==> src/rtl/core/ecm_pkg.sv <==
// Shared types and constants for the elliptic crop and mask block.
package ecm_pkg;

  localparam int PIXEL_BITS      = 8;
  localparam int MAX_DIM_DEFAULT = 4096;
  localparam int DIM_BITS        = 13;
  localparam int POS_BITS        = 12;
  localparam int CFG_IDX_BITS    = 3;
  localparam int CFG_DATA_BITS   = 13;

  localparam logic [DIM_BITS-1:0] RST_FRAME_WIDTH  = 13'd640;
  localparam logic [DIM_BITS-1:0] RST_FRAME_HEIGHT = 13'd480;
  localparam logic [POS_BITS-1:0] RST_CENTRE_X     = 12'd320;
  localparam logic [POS_BITS-1:0] RST_CENTRE_Y     = 12'd240;
  localparam logic [POS_BITS-1:0] RST_RADIUS_X     = 12'd100;
  localparam logic [POS_BITS-1:0] RST_RADIUS_Y     = 12'd100;

  typedef enum logic [CFG_IDX_BITS-1:0] {
    CFG_FRAME_WIDTH  = 3'd0,
    CFG_FRAME_HEIGHT = 3'd1,
    CFG_CENTRE_X     = 3'd2,
    CFG_CENTRE_Y     = 3'd3,
    CFG_RADIUS_X     = 3'd4,
    CFG_RADIUS_Y     = 3'd5
  } cfg_index_t;

  typedef struct packed {
    logic [DIM_BITS-1:0] frame_width;
    logic [DIM_BITS-1:0] frame_height;
    logic [POS_BITS-1:0] centre_x;
    logic [POS_BITS-1:0] centre_y;
    logic [POS_BITS-1:0] radius_x;
    logic [POS_BITS-1:0] radius_y;
  } cfg_t;

  typedef enum logic [3:0] {
    S_IDLE,
    S_LAT_RX,
    S_LAT_RY,
    S_LAT_LIM,
    S_POS,
    S_DIFF,
    S_MUL_XX,
    S_MUL_XR,
    S_MUL_YY,
    S_MUL_YR,
    S_FIN
  } state_t;

  typedef enum logic [2:0] {
    MUL_NONE,
    MUL_RX,
    MUL_RY,
    MUL_LIM,
    MUL_AX,
    MUL_TX,
    MUL_AY,
    MUL_TY
  } mul_sel_t;

  typedef struct packed {
    logic     accept;
    logic     latch_win;
    logic     latch_size;
    logic     pos;
    logic     diff;
    logic     out_load;
    mul_sel_t mul_sel;
  } cmd_t;

  typedef struct packed {
    logic in_win;
    logic out_free;
  } status_t;

endpackage

==> src/rtl/core/ecm_if.sv <==
// Valid/ready stream interfaces for the input pixels and the cropped results.
interface pix_in_if import ecm_pkg::*; ();
  logic                  valid;
  logic                  ready;
  logic [PIXEL_BITS-1:0] pixel;
  logic                  start_of_frame;

  modport source (output valid, output pixel, output start_of_frame, input ready);
  modport sink (input valid, input pixel, input start_of_frame, output ready);
endinterface

interface pix_out_if import ecm_pkg::*; ();
  logic                  valid;
  logic                  ready;
  logic [PIXEL_BITS-1:0] masked_pixel;
  logic                  inside_ellipse;
  logic [POS_BITS-1:0]   crop_col;
  logic [POS_BITS-1:0]   crop_row;
  logic                  last_of_crop;

  modport source (output valid, output masked_pixel, output inside_ellipse,
                  output crop_col, output crop_row, output last_of_crop, input ready);
  modport sink (input valid, input masked_pixel, input inside_ellipse,
                input crop_col, input crop_row, input last_of_crop, output ready);
endinterface

==> src/rtl/core/ecm_cfg.sv <==
// Configuration register file with its write port.
module ecm_cfg import ecm_pkg::*; (
  input  logic                     clk,
  input  logic                     rst,
  input  logic                     cfg_write,
  input  logic [CFG_IDX_BITS-1:0]  cfg_index,
  input  logic [CFG_DATA_BITS-1:0] cfg_data,
  output cfg_t                     cfg
);

  always_ff @(posedge clk) begin
    if (rst) begin
      cfg.frame_width  <= RST_FRAME_WIDTH;
      cfg.frame_height <= RST_FRAME_HEIGHT;
      cfg.centre_x     <= RST_CENTRE_X;
      cfg.centre_y     <= RST_CENTRE_Y;
      cfg.radius_x     <= RST_RADIUS_X;
      cfg.radius_y     <= RST_RADIUS_Y;
    end else if (cfg_write) begin
      case (cfg_index)
        CFG_FRAME_WIDTH:  cfg.frame_width  <= cfg_data;
        CFG_FRAME_HEIGHT: cfg.frame_height <= cfg_data;
        CFG_CENTRE_X:     cfg.centre_x     <= cfg_data[POS_BITS-1:0];
        CFG_CENTRE_Y:     cfg.centre_y     <= cfg_data[POS_BITS-1:0];
        CFG_RADIUS_X:     cfg.radius_x     <= cfg_data[POS_BITS-1:0];
        CFG_RADIUS_Y:     cfg.radius_y     <= cfg_data[POS_BITS-1:0];
        default: ;
      endcase
    end
  end

endmodule

==> src/rtl/core/ecm_ctrl.sv <==
// Sequencer: window latch per frame, position, and ellipse test in the window.
module ecm_ctrl import ecm_pkg::*; (
  input  logic    clk,
  input  logic    rst,
  input  logic    in_valid,
  input  logic    in_sof,
  input  status_t status,
  output logic    in_ready,
  output cmd_t    cmd
);

  state_t state, state_next;

  always_ff @(posedge clk) begin
    if (rst) begin
      state <= S_IDLE;
    end else begin
      state <= state_next;
    end
  end

  always_comb begin
    state_next = state;
    in_ready   = 1'b0;
    cmd        = '0;
    cmd.mul_sel = MUL_NONE;
    case (state)
      S_IDLE: begin
        in_ready = 1'b1;
        if (in_valid) begin
          cmd.accept = 1'b1;
          state_next = in_sof ? S_LAT_RX : S_POS;
        end
      end
      S_LAT_RX: begin
        cmd.latch_win = 1'b1;
        cmd.mul_sel   = MUL_RX;
        state_next    = S_LAT_RY;
      end
      S_LAT_RY: begin
        cmd.latch_size = 1'b1;
        cmd.mul_sel    = MUL_RY;
        state_next     = S_LAT_LIM;
      end
      S_LAT_LIM: begin
        cmd.mul_sel = MUL_LIM;
        state_next  = S_POS;
      end
      S_POS: begin
        cmd.pos    = 1'b1;
        state_next = S_DIFF;
      end
      S_DIFF: begin
        // A pixel outside the crop window produces no beat.
        cmd.diff   = 1'b1;
        state_next = status.in_win ? S_MUL_XX : S_IDLE;
      end
      S_MUL_XX: begin
        cmd.mul_sel = MUL_AX;
        state_next  = S_MUL_XR;
      end
      S_MUL_XR: begin
        cmd.mul_sel = MUL_TX;
        state_next  = S_MUL_YY;
      end
      S_MUL_YY: begin
        cmd.mul_sel = MUL_AY;
        state_next  = S_MUL_YR;
      end
      S_MUL_YR: begin
        cmd.mul_sel = MUL_TY;
        state_next  = S_FIN;
      end
      S_FIN: begin
        if (status.out_free) begin
          cmd.out_load = 1'b1;
          state_next   = S_IDLE;
        end
      end
      default: begin
        state_next = S_IDLE;
      end
    endcase
  end

endmodule

==> src/rtl/core/ecm_dp.sv <==
// Datapath: frame position, crop window, shared multiplier and output register.
module ecm_dp import ecm_pkg::*; #(
  parameter int MAX_DIM = MAX_DIM_DEFAULT
) (
  input  logic                  clk,
  input  logic                  rst,
  input  cfg_t                  cfg,
  input  cmd_t                  cmd,
  output status_t               status,
  input  logic [PIXEL_BITS-1:0] in_pixel,
  input  logic                  in_sof,
  output logic                  out_valid,
  input  logic                  out_ready,
  output logic [PIXEL_BITS-1:0] out_masked_pixel,
  output logic                  out_inside_ellipse,
  output logic [POS_BITS-1:0]   out_crop_col,
  output logic [POS_BITS-1:0]   out_crop_row,
  output logic                  out_last_of_crop
);

  localparam logic [DIM_BITS-1:0] MAX_DIM_V = DIM_BITS'(MAX_DIM);

  // Held input beat.
  logic [PIXEL_BITS-1:0] px;
  logic                  sof;

  // Frame position and latched window.
  logic [POS_BITS-1:0] frame_col, frame_row;
  logic [POS_BITS-1:0] x_start, x_stop, y_start, y_stop;
  logic [DIM_BITS-1:0] num_x, num_y;
  logic                win_ok;

  // Per-pixel working registers.
  logic [POS_BITS-1:0] crop_i, crop_j;
  logic                in_win, last_r;
  logic [12:0]         ax, ay;
  logic [23:0]         rx2, ry2;
  logic [49:0]         limit;
  logic [24:0]         sq;
  logic [48:0]         term_x, term_y;

  // Effective frame size and radii.
  logic [DIM_BITS-1:0] w_eff, h_eff;
  logic [POS_BITS-1:0] rx_eff, ry_eff;

  always_comb begin
    if (cfg.frame_width == '0)          w_eff = DIM_BITS'(1);
    else if (cfg.frame_width > MAX_DIM_V) w_eff = MAX_DIM_V;
    else                                w_eff = cfg.frame_width;
    if (cfg.frame_height == '0)          h_eff = DIM_BITS'(1);
    else if (cfg.frame_height > MAX_DIM_V) h_eff = MAX_DIM_V;
    else                                 h_eff = cfg.frame_height;
    rx_eff = (cfg.radius_x == '0) ? POS_BITS'(1) : cfg.radius_x;
    ry_eff = (cfg.radius_y == '0) ? POS_BITS'(1) : cfg.radius_y;
  end

  // Window bounds: centre minus and plus radius, clamped to the frame.
  logic [POS_BITS-1:0] xs, ys;
  logic [DIM_BITS-1:0] xe_raw, ye_raw, xe, ye;

  always_comb begin
    xs     = (cfg.centre_x > rx_eff) ? cfg.centre_x - rx_eff : '0;
    ys     = (cfg.centre_y > ry_eff) ? cfg.centre_y - ry_eff : '0;
    xe_raw = {1'b0, cfg.centre_x} + {1'b0, rx_eff};
    ye_raw = {1'b0, cfg.centre_y} + {1'b0, ry_eff};
    xe     = (xe_raw > w_eff - DIM_BITS'(1)) ? w_eff - DIM_BITS'(1) : xe_raw;
    ye     = (ye_raw > h_eff - DIM_BITS'(1)) ? h_eff - DIM_BITS'(1) : ye_raw;
  end

  // Position of the current pixel, with wrap at the frame edges.
  logic [POS_BITS-1:0] col0, row0, col_eff, row_eff;
  logic [DIM_BITS-1:0] col_inc, row_inc;

  always_comb begin
    col0    = sof ? '0 : frame_col;
    row0    = sof ? '0 : frame_row;
    col_eff = ({1'b0, col0} >= w_eff) ? '0 : col0;
    row_eff = ({1'b0, row0} >= h_eff) ? '0 : row0;
    col_inc = {1'b0, col_eff} + DIM_BITS'(1);
    row_inc = {1'b0, row_eff} + DIM_BITS'(1);
  end

  // Doubled offsets from the ellipse centre.
  logic signed [13:0] dx, dy;
  logic [13:0]        dx_abs, dy_abs;

  always_comb begin
    dx     = $signed({1'b0, crop_i, 1'b0}) - $signed({1'b0, num_x});
    dy     = $signed({1'b0, crop_j, 1'b0}) - $signed({1'b0, num_y});
    dx_abs = dx[13] ? 14'(-dx) : dx;
    dy_abs = dy[13] ? 14'(-dy) : dy;
  end

  // Shared multiplier.
  logic [24:0] mul_a;
  logic [23:0] mul_b;
  logic [48:0] prod;

  always_comb begin
    case (cmd.mul_sel)
      MUL_RX:  begin mul_a = 25'(rx_eff); mul_b = 24'(rx_eff); end
      MUL_RY:  begin mul_a = 25'(ry_eff); mul_b = 24'(ry_eff); end
      MUL_LIM: begin mul_a = {1'b0, rx2}; mul_b = ry2;         end
      MUL_AX:  begin mul_a = 25'(ax);     mul_b = 24'(ax);     end
      MUL_TX:  begin mul_a = sq;          mul_b = ry2;         end
      MUL_AY:  begin mul_a = 25'(ay);     mul_b = 24'(ay);     end
      MUL_TY:  begin mul_a = sq;          mul_b = rx2;         end
      default: begin mul_a = '0;          mul_b = '0;          end
    endcase
  end

  assign prod = mul_a * mul_b;

  logic [49:0] lhs;
  logic        in_ellipse;

  assign lhs        = {1'b0, term_x} + {1'b0, term_y};
  assign in_ellipse = lhs <= limit;

  // Control state.
  always_ff @(posedge clk) begin
    if (rst) begin
      frame_col <= '0;
      frame_row <= '0;
      win_ok    <= 1'b0;
      out_valid <= 1'b0;
    end else begin
      if (cmd.latch_win) begin
        win_ok <= ({1'b0, xs} <= xe) && ({1'b0, ys} <= ye);
      end
      if (cmd.pos) begin
        if (col_inc >= w_eff) begin
          frame_col <= '0;
          frame_row <= (row_inc >= h_eff) ? '0 : row_inc[POS_BITS-1:0];
        end else begin
          frame_col <= col_inc[POS_BITS-1:0];
          frame_row <= row_eff;
        end
      end
      if (cmd.out_load) begin
        out_valid <= 1'b1;
      end else if (out_ready) begin
        out_valid <= 1'b0;
      end
    end
  end

  // Payload registers.
  always_ff @(posedge clk) begin
    if (cmd.accept) begin
      px  <= in_pixel;
      sof <= in_sof;
    end
    if (cmd.latch_win) begin
      x_start <= xs;
      x_stop  <= xe[POS_BITS-1:0];
      y_start <= ys;
      y_stop  <= ye[POS_BITS-1:0];
    end
    if (cmd.latch_size) begin
      num_x <= {1'b0, x_stop} - {1'b0, x_start} + DIM_BITS'(1);
      num_y <= {1'b0, y_stop} - {1'b0, y_start} + DIM_BITS'(1);
    end
    if (cmd.pos) begin
      in_win <= win_ok && (col_eff >= x_start) && (col_eff <= x_stop) &&
                (row_eff >= y_start) && (row_eff <= y_stop);
      crop_i <= col_eff - x_start;
      crop_j <= row_eff - y_start;
      last_r <= (col_eff == x_stop) && (row_eff == y_stop);
    end
    if (cmd.diff) begin
      ax <= dx_abs[12:0];
      ay <= dy_abs[12:0];
    end
    case (cmd.mul_sel)
      MUL_RX:  rx2    <= prod[23:0];
      MUL_RY:  ry2    <= prod[23:0];
      MUL_LIM: limit  <= {prod[47:0], 2'b00};
      MUL_AX:  sq     <= prod[24:0];
      MUL_TX:  term_x <= prod;
      MUL_AY:  sq     <= prod[24:0];
      MUL_TY:  term_y <= prod;
      default: ;
    endcase
    if (cmd.out_load) begin
      out_masked_pixel   <= in_ellipse ? px : '0;
      out_inside_ellipse <= in_ellipse;
      out_crop_col       <= crop_i;
      out_crop_row       <= crop_j;
      out_last_of_crop   <= last_r;
    end
  end

  assign status.in_win   = in_win;
  assign status.out_free = !out_valid || out_ready;

endmodule

==> src/rtl/core/elliptic_roi_crop_mask.sv <==
// Top level: crops a raster pixel stream to a window and masks it to an ellipse.
// An input beat is taken only when the sequencer is idle; a pixel outside the crop
// window passes S_POS and S_DIFF, one inside it also S_MUL_XX to S_MUL_YR and S_FIN
// (one shared 25x24 multiplier used four times); a start-of-frame pixel first passes
// S_LAT_RX to S_LAT_LIM to latch the window. S_FIN waits for out_free to load the result.
// Synchronous reset clears position, window-valid, sequencer state and output valid.
module elliptic_roi_crop_mask import ecm_pkg::*; #(
  parameter int MAX_DIM = MAX_DIM_DEFAULT
) (
  input  logic                     clk,
  input  logic                     rst,
  input  logic                     cfg_write,
  input  logic [CFG_IDX_BITS-1:0]  cfg_index,
  input  logic [CFG_DATA_BITS-1:0] cfg_data,
  pix_in_if.sink                   pix_in,
  pix_out_if.source                pix_out
);

  cfg_t    cfg;
  cmd_t    cmd;
  status_t status;

  ecm_cfg u_cfg (
    .clk       (clk),
    .rst       (rst),
    .cfg_write (cfg_write),
    .cfg_index (cfg_index),
    .cfg_data  (cfg_data),
    .cfg       (cfg)
  );

  ecm_ctrl u_ctrl (
    .clk      (clk),
    .rst      (rst),
    .in_valid (pix_in.valid),
    .in_sof   (pix_in.start_of_frame),
    .status   (status),
    .in_ready (pix_in.ready),
    .cmd      (cmd)
  );

  ecm_dp #(
    .MAX_DIM (MAX_DIM)
  ) u_dp (
    .clk                (clk),
    .rst                (rst),
    .cfg                (cfg),
    .cmd                (cmd),
    .status             (status),
    .in_pixel           (pix_in.pixel),
    .in_sof             (pix_in.start_of_frame),
    .out_valid          (pix_out.valid),
    .out_ready          (pix_out.ready),
    .out_masked_pixel   (pix_out.masked_pixel),
    .out_inside_ellipse (pix_out.inside_ellipse),
    .out_crop_col       (pix_out.crop_col),
    .out_crop_row       (pix_out.crop_row),
    .out_last_of_crop   (pix_out.last_of_crop)
  );

  // Work on one pixel at a time: an accepted beat is never followed by another at once.
  assert property (@(posedge clk) disable iff (rst) cmd.accept |=> !cmd.accept)
    else $error("two input beats accepted back to back");

  // A frame start always latches the window before the position step.
  assert property (@(posedge clk) disable iff (rst)
    (cmd.accept && pix_in.start_of_frame) |=> cmd.latch_win)
    else $error("frame start did not latch the window");

  // The output register is loaded only when it is free and only for window pixels.
  assert property (@(posedge clk) disable iff (rst)
    cmd.out_load |-> (status.out_free && status.in_win))
    else $error("result loaded into a busy register or for a pixel outside the window");

  // No new input beat is offered while a result is being loaded.
  assert property (@(posedge clk) disable iff (rst)
    cmd.out_load |-> !pix_in.ready)
    else $error("input ready while a result is being loaded");

endmodule

==> src/flat_wrapper.sv <==
// flat-port wrapper written by rule: the top's interface ports become plain ports
module elliptic_roi_crop_mask_flat import ecm_pkg::*;
#(
  parameter int MAX_DIM = MAX_DIM_DEFAULT
)
  (clk, rst, cfg_write, cfg_index, cfg_data, pix_in_valid, pix_in_pixel, pix_in_start_of_frame, pix_in_ready, pix_out_valid, pix_out_masked_pixel, pix_out_inside_ellipse, pix_out_crop_col, pix_out_crop_row, pix_out_last_of_crop, pix_out_ready);
  pix_in_if pix_in_i ();
  pix_out_if pix_out_i ();
  input  logic clk;
  input  logic rst;
  input  logic cfg_write;
  input  logic [CFG_IDX_BITS-1:0] cfg_index;
  input  logic [CFG_DATA_BITS-1:0] cfg_data;
  input wire logic [$bits(pix_in_i.valid)-1:0] pix_in_valid;
  input wire logic [$bits(pix_in_i.pixel)-1:0] pix_in_pixel;
  input wire logic [$bits(pix_in_i.start_of_frame)-1:0] pix_in_start_of_frame;
  output wire logic [$bits(pix_in_i.ready)-1:0] pix_in_ready;
  output wire logic [$bits(pix_out_i.valid)-1:0] pix_out_valid;
  output wire logic [$bits(pix_out_i.masked_pixel)-1:0] pix_out_masked_pixel;
  output wire logic [$bits(pix_out_i.inside_ellipse)-1:0] pix_out_inside_ellipse;
  output wire logic [$bits(pix_out_i.crop_col)-1:0] pix_out_crop_col;
  output wire logic [$bits(pix_out_i.crop_row)-1:0] pix_out_crop_row;
  output wire logic [$bits(pix_out_i.last_of_crop)-1:0] pix_out_last_of_crop;
  input wire logic [$bits(pix_out_i.ready)-1:0] pix_out_ready;
  assign pix_in_i.valid = pix_in_valid;
  assign pix_in_i.pixel = pix_in_pixel;
  assign pix_in_i.start_of_frame = pix_in_start_of_frame;
  assign pix_in_ready = pix_in_i.ready;
  assign pix_out_valid = pix_out_i.valid;
  assign pix_out_masked_pixel = pix_out_i.masked_pixel;
  assign pix_out_inside_ellipse = pix_out_i.inside_ellipse;
  assign pix_out_crop_col = pix_out_i.crop_col;
  assign pix_out_crop_row = pix_out_i.crop_row;
  assign pix_out_last_of_crop = pix_out_i.last_of_crop;
  assign pix_out_i.ready = pix_out_ready;
  elliptic_roi_crop_mask #(.MAX_DIM(MAX_DIM)) u_core (.clk(clk), .rst(rst), .cfg_write(cfg_write), .cfg_index(cfg_index), .cfg_data(cfg_data), .pix_in(pix_in_i), .pix_out(pix_out_i));
endmodule
==> config.mk <==
export PLATFORM = sky130hd
export DESIGN_NAME = elliptic_roi_crop_mask_flat
export DESIGN_NICKNAME = d
export VERILOG_FILES = /design/src/rtl/core/ecm_pkg.sv /design/src/rtl/core/ecm_if.sv /design/src/rtl/core/ecm_cfg.sv /design/src/rtl/core/ecm_ctrl.sv /design/src/rtl/core/ecm_dp.sv /design/src/rtl/core/elliptic_roi_crop_mask.sv /design/src/flat_wrapper.sv
export SDC_FILE = /design/constraint.sdc
export NUM_CORES = 2
export LEC_CHECK = 0
export BUFFER_PORTS_ARGS = -buffer_cell sky130_fd_sc_hd__buf_2
export CORE_MARGIN = 2
export CORE_UTILIZATION = 39
export DETAILED_ROUTE_END_ITERATION = 7
export HOLD_SLACK_MARGIN = 0.06
export PLACE_DENSITY = 0.54
export SETUP_SLACK_MARGIN = 0.1
export SLEW_MARGIN = 25
export SYNTH_ARGS = -nofsm -noshare
export SYNTH_HDL_FRONTEND = slang
export SYNTH_SLANG_ARGS = --single-unit
==> constraint.sdc <==
create_clock -name clk -period 18.5 [get_ports clk]
set_input_delay 1.85 -clock clk [delete_from_list [all_inputs] [get_ports clk]]
set_output_delay 1.85 -clock clk [all_outputs]
set_load 0.01 [all_outputs]
==> flow_summary.ini <==
[timing]
finalHoldViolations = 0
worstMarginPinSlew_ns = 1.07
maxSlewViolCount = 0
rsz0062_at_grt = no
finalSetupViolations = 0
fin_hold_ws_ns = 0.421
clock.fmax_mhz = 96.5
post-route-period-util_pct = 56.0
min_period_ns = 10.36
setup_slack_ns = 8.14
tns_ns = 0
skew_ns = 0.0448
slew_headroom_pct = 28.5

[routing]
via_count = 38400
first_pass_iters = 5
via_per_inst = 5.33
postRouteAntennaNets = 0
drc = 0
wl_per_cell_um = 20.9
drt_wl_total_mm = 151
drt_first_iter_violations = 2753

[placed_design]
placed_cells = 7097
place_hpwl_mm = 116
gp_congestion = 0.929
dp_slack_ns = 8.15
port_buffers = 65

[power]
leakage_nw = 24.8
power_density_nw_per_um2 = 55.9
vdd_drop_max_mv = 0.0642

[floorplanning]
core_area_um2 = 129000
fp.dieArea_um2 = 133000
initial_core_util_pct = 39.2
rows = 132
design.portCount = 66
die_w_um = 364
fp.dieH_um = 364

[critical_path]
r2r_start = u_core.u_ctrl.state[0]
startpoint = u_core.u_ctrl.state[0]
cpMaxStageDelayCell = a22o_1
crit_buf_inv = 7
arrival_ns = 10.81
endpoint_kind = register
setup.worst_path.start_class = register
crit_type = reg -> reg
crit_family = adder cells
cp_max_fo = 49
slowest_delay_ns = 0.95
cp.required_ns = 18.94
crit_path_frequent_cell = fa_1

[synthesis]
yosysMostFrequentCell = inv_1
synth-main-ff-cell = edfxtp_1
synth_edf_count = 388
synth_common_cells = 881 x inv_1, 724 x nand2_1, 545 x ha_1
syn_nets = 6489
avgSynthCellArea_um2 = 9.37
synth.distinct_cells = 91
seq_area_frac_synth_pct = 27.1
syn-cell-area_um2 = 50600
synth-async-reset-ratio_pct = 0
synth_warnings = 0
synth_area_leaders = edfxtp_1 23%, fa_1 20%, ha_1 13%, inv_1 6.5%, nand2_1 5.4%
yosys.area.top_type_share_pct = 23.0
yosysTopAreaCell = edfxtp_1
synthCells = 5399
ys_seq_elements = 492

[cts]
cts_resized = 0
cts_tree = done
clock_tree.buffer_depth = 3
cts.sinks = 492
numCtsBuffers = 57
root_buffer = clkbuf_16
cts_hold_buf = 0
clock_latency_ns = 0.67
clk_pin_slew_worst_paths_ns = 0.06
htree_num_levels = 2
cts_setup_buffers = 0

[cells_and_area]
synthToLayoutAreaGrowth_pct = 8.92
layout-drive-gt1-share_pct = 6.02
nets = 6505
n_antenna_cell = 0
final_cells = 7205

[global_route]
grt_pass1_wl_mm = 233
grt_max_degree = 71
grt.total_usage_pct = 22.9
grt_antenna_before_repair = 0
overflow = 0
grt_pass1_vias = 39200

[run_status]
status = finished clean

[hold_path]
hold_path_class = reg -> reg
min_from = u_core.u_dp.last_r

[run]
max-cap-violations = 0
-- cell families after synthesis --
| family | Yosys count | synth area share (%) |
|---|---|---|
| AOI/OAI and AO/OA | 885 | 12.1 |
| xor gates and xnor gates | 221 | 3.83 |
| adders and majority gates | 1060 | 33.9 |
| buffers and inverters | 1084 | 8.06 |
| DFF | 492 | 27.1 |
| muxes | 37 | 0.764 |
| and+or+nand+nor | 1620 | 14.2 |
-- registers in the layout, indices dropped and copies added, names as in the netlist, 12 cells and up --
register,count
u_core.u_cfg.cfg,74
u_core.u_dp.term_x,49
u_core.u_dp.term_y,49
u_core.u_dp.limit,48
u_core.u_dp.sq,25
u_core.u_dp.rx2,24
u_core.u_dp.ry2,24
u_core.u_dp.ax,13
u_core.u_dp.ay,13
u_core.u_dp.num_x,13
u_core.u_dp.num_y,13
u_core.u_dp.crop_i,12
u_core.u_dp.crop_j,12
u_core.u_dp.frame_col,12
u_core.u_dp.frame_row,12
u_core.u_dp.out_crop_col,12
u_core.u_dp.out_crop_row,12
u_core.u_dp.x_start,12
u_core.u_dp.x_stop,12
u_core.u_dp.y_start,12
u_core.u_dp.y_stop,12
-- per-layer routing --
layer  vias up  GRT usage, %  share of wire (%)
li1      18000             -                  -
met4         0          7.62                3.7
met5         -             0                  0
met3       256          2.88                5.3
met2      1015          40.4                 50
met1     19100          28.8                 41
-- power by group --
part           switching, mW  internal, mW  leakage (nW)  total [mW]
logic                  0.396         0.214          19.4       0.611
registers             0.0317          1.26          4.49        1.29
clock network          0.483         0.694         0.949        1.18
-- final cells by class --
cell class,count,area (µm²)
clock buffer,67,1510
clock inverter,40,439
fill,12900,74000
inverter,882,3310
multi-input combinational,3823,32900
sequential,492,13700
tap,1742,2180
timing repair buffer,159,1050
-- path summary, 6_finish.rpt --
check | to | slack, ns | cells past startpoint
setup / recovery | u_core.u_dp.term_y[32] | 8.14 | 28
setup reg to reg | u_core.u_dp.term_y[32] | 8.14 | 28
hold / removal | u_core.u_dp.out_last_of_crop | 0.42 | 0
hold reg to reg | u_core.u_dp.out_last_of_crop | 0.42 | 0
-- per-stage QoR --
stage          area (µm²)  power (mW)  util [%]
5_1_grt             55100        3.22      42.7
6_report            55100        3.08      42.7
3_5_place_dp        53100        1.92      41.1
3_3_place_gp        53100        1.92      41.1
2_1_floorplan       50600        1.71         -
4_1_cts             55100        3.12      42.6
-- cell usage in the layout (no fill, tap or decap), types with 36 or more instances in the layout --
master and instances:
xor2_1 72, fa_1 515, nand2_1 724, inv_1 881, buf_2 64, nor2_1 424, nand2b_1 38, a21oi_1 239
o21ai_0 117, clkbuf_16 58, edfxtp_1 388, ha_1 545, nor2b_1 87, buf_4 94, nand4_1 55, a221o_1 36
o21a_1 40, a22o_1 41, dfxtp_1 104, nor3_1 60, nand3_1 60, a21o_1 108, xnor2_1 149
No activity file was read; power rests on OpenSTA's default activity.
